===== config.mk =====
export PLATFORM = sky130hd
export DESIGN_NAME = per_host_layer_resync_core
export DESIGN_NICKNAME = d
export VERILOG_FILES = /design/src/hw/rtl/phlr_pkg.sv /design/src/hw/rtl/phlr_step.sv /design/src/hw/rtl/per_host_layer_resync_core.sv
export SDC_FILE = /design/constraint.sdc
export NUM_CORES = 1
export LEC_CHECK = 0
export ABC_AREA = 1
export BUFFER_PORTS_ARGS = -buffer_cell sky130_fd_sc_hd__buf_2
export CELL_PAD_IN_SITES_DETAIL_PLACEMENT = 1
export CELL_PAD_IN_SITES_GLOBAL_PLACEMENT = 2
export CORE_ASPECT_RATIO = 1.2
export CORE_MARGIN = 2
export CORE_UTILIZATION = 31
export DETAILED_ROUTE_END_ITERATION = 10
export GPL_TIMING_DRIVEN = 0
export PLACE_DENSITY = 0.8
export REMOVE_ABC_BUFFERS = 1
export SETUP_SLACK_MARGIN = 0.1
export SLEW_MARGIN = 20
export SYNTH_ARGS = -nofsm -noshare
export SYNTH_HDL_FRONTEND = slang
export SYNTH_SLANG_ARGS = --single-unit

===== constraint.sdc =====
create_clock -name clk -period 2.5 [get_ports clk]
set_input_delay 0.5 -clock clk [delete_from_list [all_inputs] [get_ports clk]]
set_output_delay 0.5 -clock clk [all_outputs]
set_load 0.005 [all_outputs]

===== src/hw/rtl/phlr_pkg.sv =====
// Types and codes shared by the per-host layer resync block.
package phlr_pkg;

    localparam int CFG_W = 4;

    typedef enum logic [2:0] {
        KIND_LINK_DOWN  = 3'd0,
        KIND_LINK_UP    = 3'd1,
        KIND_ACTIVE     = 3'd2,
        KIND_CLEARED    = 3'd3,
        KIND_DESELECTED = 3'd4,
        KIND_SELECTED   = 3'd5
    } kind_t;

    typedef enum logic [1:0] {
        ACT_NONE  = 2'd0,
        ACT_SET   = 2'd1,
        ACT_CLEAR = 2'd2
    } action_t;

    typedef struct packed {
        kind_t      kind;
        logic [7:0] profile;
        logic       ble_now;
        logic       alt_now;
    } evt_beat_t;

    typedef struct packed {
        action_t action;
        logic    profile_link_up;
    } res_beat_t;

endpackage


===== src/hw/rtl/phlr_step.sv =====
// Next-state and result logic for one event beat.
module phlr_step #(
    parameter int MAX_PROFILES = 8,
    parameter int IDX_W        = 3,
    parameter int CNT_W        = 4
) (
    input  phlr_pkg::evt_beat_t     evt,
    input  logic [CNT_W-1:0]        count,
    input  logic [MAX_PROFILES-1:0] ralt_cur,
    input  logic [MAX_PROFILES-1:0] known_cur,
    input  logic [MAX_PROFILES-1:0] linked_cur,
    input  logic [IDX_W-1:0]        active_cur,
    input  logic                    owner_valid_cur,
    input  logic [IDX_W-1:0]        owner_cur,
    input  logic                    transport_cur,
    output logic [MAX_PROFILES-1:0] ralt_nxt,
    output logic [MAX_PROFILES-1:0] known_nxt,
    output logic [MAX_PROFILES-1:0] linked_nxt,
    output logic [IDX_W-1:0]        active_nxt,
    output logic                    owner_valid_nxt,
    output logic [IDX_W-1:0]        owner_nxt,
    output logic                    transport_nxt,
    output phlr_pkg::res_beat_t     res
);

    always_comb
    begin
        logic [MAX_PROFILES-1:0] ralt;
        logic [MAX_PROFILES-1:0] known;
        logic [MAX_PROFILES-1:0] linked;
        logic [IDX_W-1:0]        act;
        logic                    ov;
        logic [IDX_W-1:0]        own;
        logic                    ton;
        logic                    in_range;
        logic [IDX_W-1:0]        p;
        logic                    do_settle;
        logic                    sel_linked;
        logic                    sel_known;
        logic                    sel_alt;
        logic                    p_linked;
        phlr_pkg::action_t       act_code;

        ralt      = ralt_cur;
        known     = known_cur;
        linked    = linked_cur;
        act       = active_cur;
        ov        = owner_valid_cur;
        own       = owner_cur;
        ton       = transport_cur;
        in_range  = evt.profile < 8'(count);
        p         = evt.profile[IDX_W-1:0];
        do_settle = 1'b0;
        act_code  = phlr_pkg::ACT_NONE;
        sel_linked = 1'b0;
        sel_known  = 1'b0;
        sel_alt    = 1'b0;
        p_linked   = 1'b0;

        // transport reconcile: leaving saves the owner's on-screen language
        if (evt.ble_now != ton)
        begin
            if (!evt.ble_now && ov)
            begin
                for (int i = 0; i < MAX_PROFILES; i++)
                begin
                    if (IDX_W'(i) == own)
                    begin
                        ralt[i]  = evt.alt_now;
                        known[i] = 1'b1;
                    end
                end
                ov = 1'b0;
            end
            ton = evt.ble_now;
        end

        case (evt.kind)
            phlr_pkg::KIND_LINK_DOWN:
            begin
                if (in_range)
                begin
                    for (int i = 0; i < MAX_PROFILES; i++)
                    begin
                        if (IDX_W'(i) == p)
                        begin
                            linked[i] = 1'b0;
                            if (ov && own == p)
                            begin
                                ralt[i]  = evt.alt_now;
                                known[i] = 1'b1;
                            end
                        end
                    end
                end
            end
            phlr_pkg::KIND_LINK_UP:
            begin
                if (in_range)
                begin
                    for (int i = 0; i < MAX_PROFILES; i++)
                    begin
                        if (IDX_W'(i) == p)
                            linked[i] = 1'b1;
                    end
                    do_settle = 1'b1;
                end
            end
            phlr_pkg::KIND_ACTIVE:
            begin
                if (in_range)
                begin
                    if (p != act)
                    begin
                        if (ov && own == act)
                        begin
                            for (int i = 0; i < MAX_PROFILES; i++)
                            begin
                                if (IDX_W'(i) == act)
                                begin
                                    ralt[i]  = evt.alt_now;
                                    known[i] = 1'b1;
                                end
                            end
                        end
                        ov  = 1'b0;
                        act = p;
                    end
                    do_settle = 1'b1;
                end
            end
            phlr_pkg::KIND_CLEARED:
            begin
                if (in_range)
                begin
                    for (int i = 0; i < MAX_PROFILES; i++)
                    begin
                        if (IDX_W'(i) == p)
                        begin
                            ralt[i]   = 1'b0;
                            known[i]  = 1'b0;
                            linked[i] = 1'b0;
                        end
                    end
                    if (ov && own == p)
                        ov = 1'b0;
                end
            end
            phlr_pkg::KIND_SELECTED:
            begin
                do_settle = 1'b1;
            end
            default:
            begin
                do_settle = 1'b0;
            end
        endcase

        // decision for the active profile
        for (int i = 0; i < MAX_PROFILES; i++)
        begin
            if (IDX_W'(i) == act)
            begin
                sel_linked = linked[i];
                sel_known  = known[i];
                sel_alt    = ralt[i];
            end
        end
        if (do_settle && ton && (CNT_W'(act) < count) && sel_linked && !(ov && own == act))
        begin
            ov  = 1'b1;
            own = act;
            if (!sel_known)
            begin
                for (int i = 0; i < MAX_PROFILES; i++)
                begin
                    if (IDX_W'(i) == act)
                    begin
                        known[i] = 1'b1;
                        ralt[i]  = 1'b0;
                    end
                end
                act_code = phlr_pkg::ACT_CLEAR;
            end
            else
            begin
                act_code = sel_alt ? phlr_pkg::ACT_SET : phlr_pkg::ACT_CLEAR;
            end
        end

        for (int i = 0; i < MAX_PROFILES; i++)
        begin
            if (IDX_W'(i) == p)
                p_linked = linked[i];
        end

        ralt_nxt            = ralt;
        known_nxt           = known;
        linked_nxt          = linked;
        active_nxt          = act;
        owner_valid_nxt     = ov;
        owner_nxt           = own;
        transport_nxt       = ton;
        res.action          = act_code;
        res.profile_link_up = in_range && p_linked;
    end

endmodule


===== src/hw/rtl/per_host_layer_resync_core.sv =====
// Top level of the per-host layer resync block: event register, state and result register.
// Accepts one event beat per clock while the result side keeps up. Each event goes through
// an input register, then a single pass of indexed flag updates and the layer decision into
// the result register, and a result-side stall can hold it in the input register;
// per-profile flags live in flip-flops, so back-to-back events see each other's updates.
// The user must write the profile count through the cfg channel (clamped to MAX_PROFILES)
// only while idle; the block itself does not enforce it.
module per_host_layer_resync_core #(
    parameter int MAX_PROFILES = 8
) (
    input  logic                           clk,
    input  logic                           rst_n,
    input  logic                           evt_valid,
    output logic                           evt_ready,
    input  phlr_pkg::evt_beat_t            evt,
    output logic                           res_valid,
    input  logic                           res_ready,
    output phlr_pkg::res_beat_t            res,
    input  logic                           cfg_valid,
    output logic                           cfg_ready,
    input  logic [phlr_pkg::CFG_W-1:0]     cfg_data
);

    localparam int IDX_W     = (MAX_PROFILES > 1) ? $clog2(MAX_PROFILES) : 1;
    localparam int CNT_W     = $clog2(MAX_PROFILES + 1);
    localparam int RST_COUNT = (MAX_PROFILES < 8) ? MAX_PROFILES : 8;

    logic                    in_valid_reg;
    phlr_pkg::evt_beat_t     in_beat_reg;
    logic                    res_valid_reg;
    phlr_pkg::res_beat_t     res_reg;
    logic [CNT_W-1:0]        count_reg;
    logic [MAX_PROFILES-1:0] ralt_reg;
    logic [MAX_PROFILES-1:0] known_reg;
    logic [MAX_PROFILES-1:0] linked_reg;
    logic [IDX_W-1:0]        active_reg;
    logic                    owner_valid_reg;
    logic [IDX_W-1:0]        owner_reg;
    logic                    transport_reg;

    logic [MAX_PROFILES-1:0] ralt_next;
    logic [MAX_PROFILES-1:0] known_next;
    logic [MAX_PROFILES-1:0] linked_next;
    logic [IDX_W-1:0]        active_next;
    logic                    owner_valid_next;
    logic [IDX_W-1:0]        owner_next;
    logic                    transport_next;
    phlr_pkg::res_beat_t     res_next;
    logic [CNT_W-1:0]        count_next;

    logic advance;

    assign advance   = in_valid_reg && (!res_valid_reg || res_ready);
    assign evt_ready = !in_valid_reg || advance;
    assign cfg_ready = 1'b1;
    assign res_valid = res_valid_reg;
    assign res       = res_reg;

    assign count_next = (int'(cfg_data) > MAX_PROFILES) ? CNT_W'(MAX_PROFILES)
                                                         : CNT_W'(cfg_data);

    phlr_step #(
        .MAX_PROFILES (MAX_PROFILES),
        .IDX_W        (IDX_W),
        .CNT_W        (CNT_W)
    ) u_step (
        .evt             (in_beat_reg),
        .count           (count_reg),
        .ralt_cur        (ralt_reg),
        .known_cur       (known_reg),
        .linked_cur      (linked_reg),
        .active_cur      (active_reg),
        .owner_valid_cur (owner_valid_reg),
        .owner_cur       (owner_reg),
        .transport_cur   (transport_reg),
        .ralt_nxt        (ralt_next),
        .known_nxt       (known_next),
        .linked_nxt      (linked_next),
        .active_nxt      (active_next),
        .owner_valid_nxt (owner_valid_next),
        .owner_nxt       (owner_next),
        .transport_nxt   (transport_next),
        .res             (res_next)
    );

    always_ff @(posedge clk or negedge rst_n)
    begin
        if (!rst_n)
        begin
            in_valid_reg    <= 1'b0;
            res_valid_reg   <= 1'b0;
            count_reg       <= CNT_W'(RST_COUNT);
            ralt_reg        <= '0;
            known_reg       <= '0;
            linked_reg      <= '0;
            active_reg      <= '0;
            owner_valid_reg <= 1'b0;
            owner_reg       <= '0;
            transport_reg   <= 1'b0;
        end
        else
        begin
            if (evt_ready)
                in_valid_reg <= evt_valid;
            if (advance)
                res_valid_reg <= 1'b1;
            else if (res_ready)
                res_valid_reg <= 1'b0;
            if (cfg_valid)
                count_reg <= count_next;
            if (advance)
            begin
                ralt_reg        <= ralt_next;
                known_reg       <= known_next;
                linked_reg      <= linked_next;
                active_reg      <= active_next;
                owner_valid_reg <= owner_valid_next;
                owner_reg       <= owner_next;
                transport_reg   <= transport_next;
            end
        end
    end

    // payload registers
    always_ff @(posedge clk)
    begin
        if (evt_ready && evt_valid)
            in_beat_reg <= evt;
        if (advance)
            res_reg <= res_next;
    end

endmodule

==> run summary, run 1 <==
Core ar.: 13,100 um^2
worst setup margin: -506 ps
Buffers on Ports: 26
WL final: 16,600 um
Diodes inserted: 0
H-tree depth: 2
Root Buffer: clkbuf_16
FMAX: 333 MHz
crit path max fanout: 7
VDD IR max: 366 uV
RSZ-0062 raised after global routing: true
row count: 46
failing checks: setup timing
Max Slew Vio Count: 0
area delta synth->final: 40.2%
clock latency at the later pin of the worst-skew pair: 310 ps
Post-layout nets: 722
Synth cell types: 46
final hold viol count: 0
pin count of the biggest net entering global routing: 39
DRC Markers: 0
Post-Synthesis Cell Area: 4140 um^2
initial core utilization: 31.5%
Mean Syn Cell Area: 6.76 um^2
fin crit period: 3010 ps
non-filler cells, final: 862
Via density: 5.28
Top-Level Pins: 28
Routed Antenna Nets: 0
Worst Path Arrival: 3200 ps
Hold Crit Class: primary input to asynchronous set/reset pin
setup TNS: -10,340 ps
final setup fails: 23
layout cells sized above 1: 35.0%
outcome: finished, violations left
Routed wire per std cell: 19.3 um
Final GP Congestion: 0.882
CTS tree: yes
flip-flop and latch count after synthesis: 54
die area: 14,300 um^2
Leakage Power: 0.00251 uW
CTS Buf Count: 5
register area share after synthesis: 34.6%
die width: 109 um
yosys warns: 0
multi-input logic area: 2960 um^2
vias: 4,548
final total power: 5070 uW
first-pass GRT wire length: 24,100 um
measured slew at the worst slew-check pin: 951 ps
Worst setup EP type: flop
startpoint types: flop
pwr dens: 874 nW/um^2
Clock Sinks: 54
register area: 1430 um^2
vias in the first global route: 4,449
DR pass1 iterations: 5
Iter 0 DRT Violations: 217
GR Overflow Total: 0
fill count: 1,639
Largest register FFs: 13
antenna violations before repair: 0
clock skew: 4.29 ps
crit path kind: flop to flop
Max-cap violations: 0
CP required: 2690 ps
post-DP HPWL: 10,800 um
Clock Pin Slew Worst Setup and Hold Paths: 80 ps
die height: 131 um
fin crit share: 120%
total track usage: 22.3%
Slew headroom: 36.6%
Mapped Cells: 612
dpl cells: 785
maximum clock insertion buffer count: 2
==> final cells by class <==
class                   count  area share (%)
multi-input cells         475            51.1
well taps                 168            3.63
inverters                  64            4.42
clock buffers               5            2.16
repair inverters            1           0.129
flip-flops and latches     54            24.7
clock inverters             3           0.388
repair buffers             92            13.5
==> kinds of logic after synthesis <==
logic type,synth area share (%)
AOI/OAI and AO/OA,13.2
xor gates and xnor gates,1.48
and+or+nand+nor,39.5
DFF,34.6
adders and majority gates,2.12
buffers and inverters,9.01
other,0.0907
==> stage by stage <==
stage               cell area, um^2  utilization, %  hold WS, ps  setup WS [ps]
global placement               4350            33.1          458          -1120
finish                         5800            44.2          340           -506
global route                   5800            44.2          355           -613
CTS                            5230            39.9          356           -404
floorplan                      4010               -          204           -427
detailed placement             4350            33.2          470          -1190
==> layout by cell type, fill, tap and decap left out, drive strengths merged <==
cell type / Yosys / layout
a21boi: 1 / 1
a21o: 1 / 1
a21oi: 13 / 13
a22oi: 4 / 4
a31oi: 5 / 5
and3: 1 / 1
buf: 11 / 91
clkbuf: 10 / 6
clkinv: 1 / 1
clkinvlp: 0 / 2
conb: 1 / 1
dfrtp: 37 / 37
dfstp: 1 / 1
edfxtp: 16 / 16
ha: 7 / 7
inv: 63 / 65
nand2: 213 / 213
nand3: 58 / 59
nand4: 11 / 11
nor2: 63 / 64
nor3: 11 / 11
nor4: 1 / 1
o2111ai: 1 / 1
o211ai: 4 / 4
o21ai: 61 / 61
o21bai: 4 / 4
o22ai: 1 / 1
or2: 5 / 5
xnor2: 5 / 5
xor2: 2 / 2
==> worst paths after layout <==
| check | start | endpoint | slack (ps) | cells after the start |
|---|---|---|---|---|
| min reg2reg | known_reg[6] | known_reg[6] | 480 | 2 |
| min in group clk | evt[1] | in_beat_reg[1] | 360 | 1 |
| max reg2reg | count_reg[3] | ralt_reg[3] | -510 | 17 |
| max | count_reg[3] | ralt_reg[3] | -510 | 17 |
| max in group asynchronous | rst_n | linked_reg[7] | 1570 | 1 |
| min | rst_n | known_reg[1] | 340 | 1 |
==> critical path, stage by stage (launching register included) <==
cell and delay, ps:
dfstp_2 540, inv_2 50, ha_4 210, nand2_2 60
nand2_2 60, nor2_4 220, buf_6 140, nand3_4 100
buf_6 150, o211ai_1 380, a21oi_1 100, nand3_2 100
nand2_4 70, nor2_8 270, buf_6 150, nand3_2 60
o21bai_1 150, nand2_1 70
==> Yosys cell counts, drive strengths merged <==
| master | number | share of area, % |
|---|---|---|
| xor2 | 2 | 0.42 |
| dfrtp | 37 | 22 |
| and3 | 1 | 0.15 |
| a31oi | 5 | 0.76 |
| a21oi | 13 | 1.6 |
| dfstp | 1 | 0.64 |
| buf | 11 | 2.2 |
| edfxtp | 16 | 12 |
| nand3 | 58 | 7.8 |
| a21boi | 1 | 0.18 |
| o2111ai | 1 | 0.21 |
| nand2 | 213 | 20 |
| clkbuf | 10 | 0.91 |
| o211ai | 4 | 0.73 |
| conb | 1 | 0.091 |
| ha | 7 | 2.1 |
| nor4 | 1 | 0.15 |
| a22oi | 4 | 0.85 |
| o21ai | 61 | 7.8 |
| nor2 | 63 | 7.3 |
| clkinv | 1 | 0.091 |
| nor3 | 11 | 1.3 |
| nand4 | 11 | 1.8 |
| xnor2 | 5 | 1.1 |
| inv | 63 | 5.8 |
| o21bai | 4 | 0.73 |
| or2 | 5 | 0.76 |
| a21o | 1 | 0.18 |
| o22ai | 1 | 0.15 |
==> report_power, final <==
part	switching, uW	internal (uW)	total, uW
registers	203	1090	1300
logic	1840	1200	3040
clock network	357	378	735
total	2400	2670	5070
==> metal layers <==
layer	global-route usage, %	share of wire (%)	vias up
met1	27.7	41	2230
li1	-	-	2167
met3	2.58	3.2	39
met5	0	0	-
met2	39.7	52	112
met4	7.89	4.0	0
==> repair_timing <==
| item | in CTS | in global routing |
|---|---|---|
| gates resized for setup | 83 | 100 |
| pin swaps | 33 | 65 |
| endpoints found under the setup margin | 36 | 33 |
| setup buffers | 42 | 24 |
| gates cloned | 2 | 2 |
| endpoints found under the hold margin | 0 | 0 |
| hold buffers | 0 | 0 |
Note: power is estimated with default switching activity, not from simulation.
==> inputs of run 2 (changes only) <==
- SKIP_LAST_GASP: not set -> 1
==> run summary, run 2 (synthesis gave the netlist of run 1 again) <==
reg2reg setup slack: -510 ps
CP required: 2700 ps
Diodes inserted: 0
crit path kind: flop to flop
Via density: 5.30
final setup fails: 23
most frequent cells in the layout: nand2_1, inv_1, buf_4
first-pass GRT wire length: 24,200 um
Leakage Power: 0.00245 uW
die width: 109 um
die height: 131 um
startpoint types: flop
fin crit share: 120%
antenna violations before repair: 0
layout cells sized above 1: 31.5%
Core ar.: 13,100 um^2
Largest register FFs: 13
area delta synth->final: 36.2%
Final GP Congestion: 0.882
most common cell after layout, fill and taps aside: nand2_1
critical path's slowest cell: dfstp_2
net switching power: 2330 uW
measured slew at the worst slew-check pin: 957 ps
DP Worst Slack: -1190 ps
die area: 14,300 um^2
Critical Path Max Stage Delay: 540 ps
Clock Sinks: 54
H-tree depth: 2
WL final: 16,800 um
Switching Fraction: 47.3%
post-DP HPWL: 10,800 um
CTS tree: yes
DR pass1 iterations: 4
fin crit period: 3010 ps
setup TNS: -10,310 ps
CP Buf/Inv Count: 2
Hold Crit Class: primary input to asynchronous set/reset pin
reg2reg end: ralt_reg[3]
Max Slew Vio Count: 0
CP cell instances: inv_2 -> ha_4 -> nand2_2 -> nand2_2 -> nor2_4 -> nand3_4 -> o21ai_4 -> ha_4 -> a21oi_4 -> nor2_4 -> nor2_8 -> buf_6 -> nand3_2 -> o21bai_1 -> nand2_1
vias in the first global route: 4,447
Root Buffer: clkbuf_16
vias: 4,539
Slew headroom: 36.2%
Iter 0 DRT Violations: 263
outcome: finished, violations left
clock share of power: 15.1%
Int Pwr: 2590 uW
Gate power share: 58.5%
failing checks: setup timing
final hold viol count: 0
final hold slack: 340 ps
fill count: 1,658
Clock Pin Slew Worst Setup and Hold Paths: 80 ps
maximum clock insertion buffer count: 2
clock latency at the later pin of the worst-skew pair: 310 ps
pwr dens: 872 nW/um^2
register area: 1430 um^2
critical path depth in cells: 15
clock skew: 6.35 ps
DRC Markers: 0
multi-input logic area: 2870 um^2
Top-Level Pins: 28
FMAX: 333 MHz
row count: 46
final total power: 4910 uW
Worst setup EP type: flop
worst setup margin: -505 ps
pin count of the biggest net entering global routing: 39
crit path max fanout: 7
cells on worst reg2reg path: 15
Routed Antenna Nets: 0
Post-layout nets: 716
CP top delay family: simple AND/OR/NAND/NOR gates
hold_buf cts: 0
Worst Path Arrival: 3200 ps
worst r2r src: count_reg[3]
RSZ-0062 raised after global routing: true
VDD IR max: 330 uV
Routed wire per std cell: 19.6 um
GR Overflow Total: 0
Max-cap violations: 0
CTS Buf Count: 5
total track usage: 22.5%
Buffers on Ports: 26
Reg power frac: 26.4%
initial core utilization: 31.5%
==> run 2: cell count changes in the layout (fill, tap and decap cells not counted), sizes merged <==
cell / before / now
buf: 91 / 85
==> run 2: worst max-delay path by stage <==
stage / start / to / slack [ps]
floorplan: count_reg[3] / owner_reg[2] / -430
detailed placement: in_beat_reg[4] / owner_reg[1] / -1190
global route: count_reg[3] / known_reg[6] / -610
global placement: in_beat_reg[4] / owner_reg[2] / -1120
finish: count_reg[3] / ralt_reg[3] / -510
CTS: count_reg[3] / owner_reg[1] / -400
==> run 2: cell type report <==
| cell class | instances | share of cell area (%) |
|---|---|---|
| Timing Repair Buffer | 86 | 12.7 |
| Multi-Input combinational cell | 475 | 50.9 |
| Sequential cell | 54 | 25.4 |
| Inverter | 64 | 4.55 |
| Timing Repair inverter | 1 | 0.133 |
| Clock inverter | 3 | 0.400 |
| Tap cell | 168 | 3.73 |
| Clock buffer | 5 | 2.22 |
==> run 2: per-stage QoR <==
step | utilization, % | instances | instance area (um^2)
6_report | 42.9 | 856 | 5630
5_1_grt | 42.9 | 856 | 5630
4_1_cts | 39.8 | 837 | 5220
3_5_place_dp | 33.2 | 785 | 4350
3_3_place_gp | 33.1 | 785 | 4350
2_1_floorplan | - | 591 | 4010
==> run 2: repair_timing <==
action / in CTS / in global routing
pin swaps: 33 / 52
cloned: 2 / 2
buffers inserted: 42 / 17
gates resized for setup: 80 / 68
endpoints found under the setup margin: 36 / 33
==> run 2: worst register-to-register path, delay by kind of cell (launching register included) <==
kind	cells	cell delay, ps
DFF	1	540
buffers and inverters	2	210
AOI/OAI and AO/OA	3	660
adders and majority gates	2	480
and+or+nand+nor	8	990
==> run 2: routing by layer <==
layer,vias to the layer above,global-route usage [%],part of all wire (%)
met1,2249,27.5,41
li1,2146,-,-
met4,0,7.97,4.6
met2,101,40.5,52
met5,-,0,0
met3,43,2.73,2.7
==> run 2: power groups by stage <==
stage,sequential (uW),combinational [uW],clock [uW]
6_report,1300,2870,742
4_1_cts,1290,2350,764
3_3_place_gp,1300,1690,0
3_5_place_dp,1310,1730,0
2_1_floorplan,1240,1230,0
5_1_grt,1320,3100,796
==> inputs of run 3 (changes only) <==
--- a/config.mk
+++ b/config.mk
@@ -19,5 +19,5 @@
 export SETUP_SLACK_MARGIN = 0.1
 export SKIP_LAST_GASP = 1
-export SLEW_MARGIN = 20
+export SLEW_MARGIN = 5
 export SYNTH_ARGS = -nofsm -noshare
 export SYNTH_HDL_FRONTEND = slang
==> constraint.sdc (replaced) <==
create_clock -name clk -period 2.5 [get_ports clk]
set_input_delay 0 -clock clk [delete_from_list [all_inputs] [get_ports clk]]
set_output_delay 0 -clock clk [all_outputs]
set_load 0.005 [all_outputs]
==> run summary, run 3 (synthesis gave the netlist of run 1 again) <==
outcome: finished, violations left
failing checks: hold timing, setup timing
crit path kind: flop to flop
CP cell instances: inv_2 -> ha_4 -> nand2_2 -> nand2_2 -> nor2_4 -> nand3_4 -> buf_6 -> buf_6 -> o211ai_1 -> a21oi_1 -> nand3_2 -> nand2_4 -> nor2_8 -> nand2_8 -> buf_4 -> nand2_2 -> nand2_1 -> nand2_1 -> nand2_1
most frequent cells in the layout: nand2_1, inv_1, buf_4
pwr dens: 836 nW/um^2
Max Slew Vio Count: 0
WL final: 16,600 um
Clock Sinks: 54
CTS tree: yes
Final GP Congestion: 0.882
dpl cells: 785
non-filler cells, final: 880
pin count of the biggest net entering global routing: 39
die area: 14,300 um^2
Slew headroom: 37.6%
Leakage Power: 0.00261 uW
maximum clock insertion buffer count: 2
Hold Crit Class: primary input to flop
Largest register FFs: 13
VDD IR max: 307 uV
reg2reg setup slack: -460 ps
antenna violations before repair: 0
CP top delay family: simple AND/OR/NAND/NOR gates
die width: 109 um
fin crit share: 118%
vias in the first global route: 4,764
final hold slack: -8.73 ps
fill count: 1,612
measured slew at the worst slew-check pin: 936 ps
Buffers on Ports: 26
Routed Antenna Nets: 0
reg2reg end: known_reg[0]
GR Overflow Total: 0
startpoint types: flop
worst r2r src: count_reg[3]
critical path's slowest cell: dfstp_2
Worst setup EP type: flop
CP required: 2700 ps
Hold EP: res_valid
post-layout util: 44.8%
DR pass1 iterations: 5
Routed wire per std cell: 18.9 um
die height: 131 um
Iter 0 DRT Violations: 199
CTS Buf Count: 5
clock latency at the later pin of the worst-skew pair: 310 ps
clock skew: 7.38 ps
DP Worst Slack: -1170 ps
H-tree depth: 2
first-pass GRT wire length: 25,700 um
Via density: 5.30
Post-layout nets: 740
post-DP HPWL: 10,800 um
crit path max fanout: 8
area delta synth->final: 42.1%
final hold viol count: 1
worst setup margin: -461 ps
DRC Markers: 0
Root Buffer: clkbuf_16
Diodes inserted: 0
Max-cap violations: 0
row count: 46
vias: 4,668
Top-Level Pins: 28
RSZ-0062 raised after global routing: true
FMAX: 338 MHz
most common cell after layout, fill and taps aside: nand2_1
cells on worst reg2reg path: 19
Hold Startpoint: res_ready
Core ar.: 13,100 um^2
fin crit period: 2960 ps
Clock Pin Slew Worst Setup and Hold Paths: 80 ps
setup TNS: -8640 ps
final setup fails: 23
Worst Path Arrival: 3160 ps
hold path depth: 4
total track usage: 23.8%
layout cells sized above 1: 33.3%
CP Buf/Inv Count: 4
Critical Path Max Stage Delay: 540 ps
initial core utilization: 31.5%
run 3: cell types whose count changed in the layout (fill, tap and decap cells not counted), moves of 2 or more:
cell           delta
dlygate4sd3_1    +21
nand2_1          -19
nand2_2          +15
buf_4             +7
nand2_4           +6
nand3_2           -5
nand3_1           +3
nor2_2            +3
nor2_4            -3
clkinvlp_4        -2
inv_1             -2
inv_4             +2
o21ai_1           +2
o21ai_2           -2
run 3: worst max-delay path by stage:
stage	startpoint	end	slack (ps)	depth (start not counted)
after CTS	count_reg[3]	owner_reg[1]	-340	20
after floorplan	count_reg[3]	owner_reg[2]	-430	18
final	count_reg[3]	known_reg[0]	-460	19
after global placement	in_beat_reg[4]	owner_reg[2]	-1120	16
after detailed placement	in_beat_reg[4]	owner_reg[1]	-1170	18
after global routing	count_reg[3]	known_reg[3]	-600	20
run 3: power by group:
group	total [uW]	leakage [uW]	switching [uW]	internal (uW)
registers	1300	0.000629	206	1090
logic	2870	0.00191	1760	1110
clock network	745	0.0000746	366	379
total	4920	0.00261	2340	2580
run 3: area by class of cell:
class | instances | area, um^2 | share of cell area, %
multi-input cells | 475 | 2910 | 49.4
flip-flops and latches | 54 | 1430 | 24.4
repair buffers | 111 | 930 | 15.8
inverters | 64 | 251 | 4.28
well taps | 168 | 210 | 3.58
clock buffers | 5 | 125 | 2.13
clock inverters | 3 | 22.5 | 0.383
run 3: repair_timing:
action	in CTS	in global routing
hold buffers	21	0
gates resized for setup	105	59
endpoints found under the setup margin	36	24
pin swaps	41	43
gates cloned	2	1
hold endpoints to repair	55	0
buffers inserted	44	21
run 3: metrics by stage:
step	hold WS [ps]	area [um^2]	power (uW)
4_1_cts	2.51	5500	4570
3_5_place_dp	179	4350	3040
2_1_floorplan	-296	4010	2470
3_3_place_gp	176	4350	2990
6_report	-8.73	5880	4920
5_1_grt	9.26	5880	5220
run 3: worst min-delay path: cells and delay by family:
kind / cells / cell delay [ps]
buffers and inverters: 2 / 120
and+or+nand+nor: 2 / 140
run 3: layer usage:
layer / GRT usage [%] / part of all wire (%) / vias up
met5: 0 / 0 / -
met4: 10.7 / 4.5 / 0
met3: 2.73 / 3.4 / 48
met2: 42.7 / 52 / 117
met1: 28.4 / 40 / 2298
li1: - / - / 2205
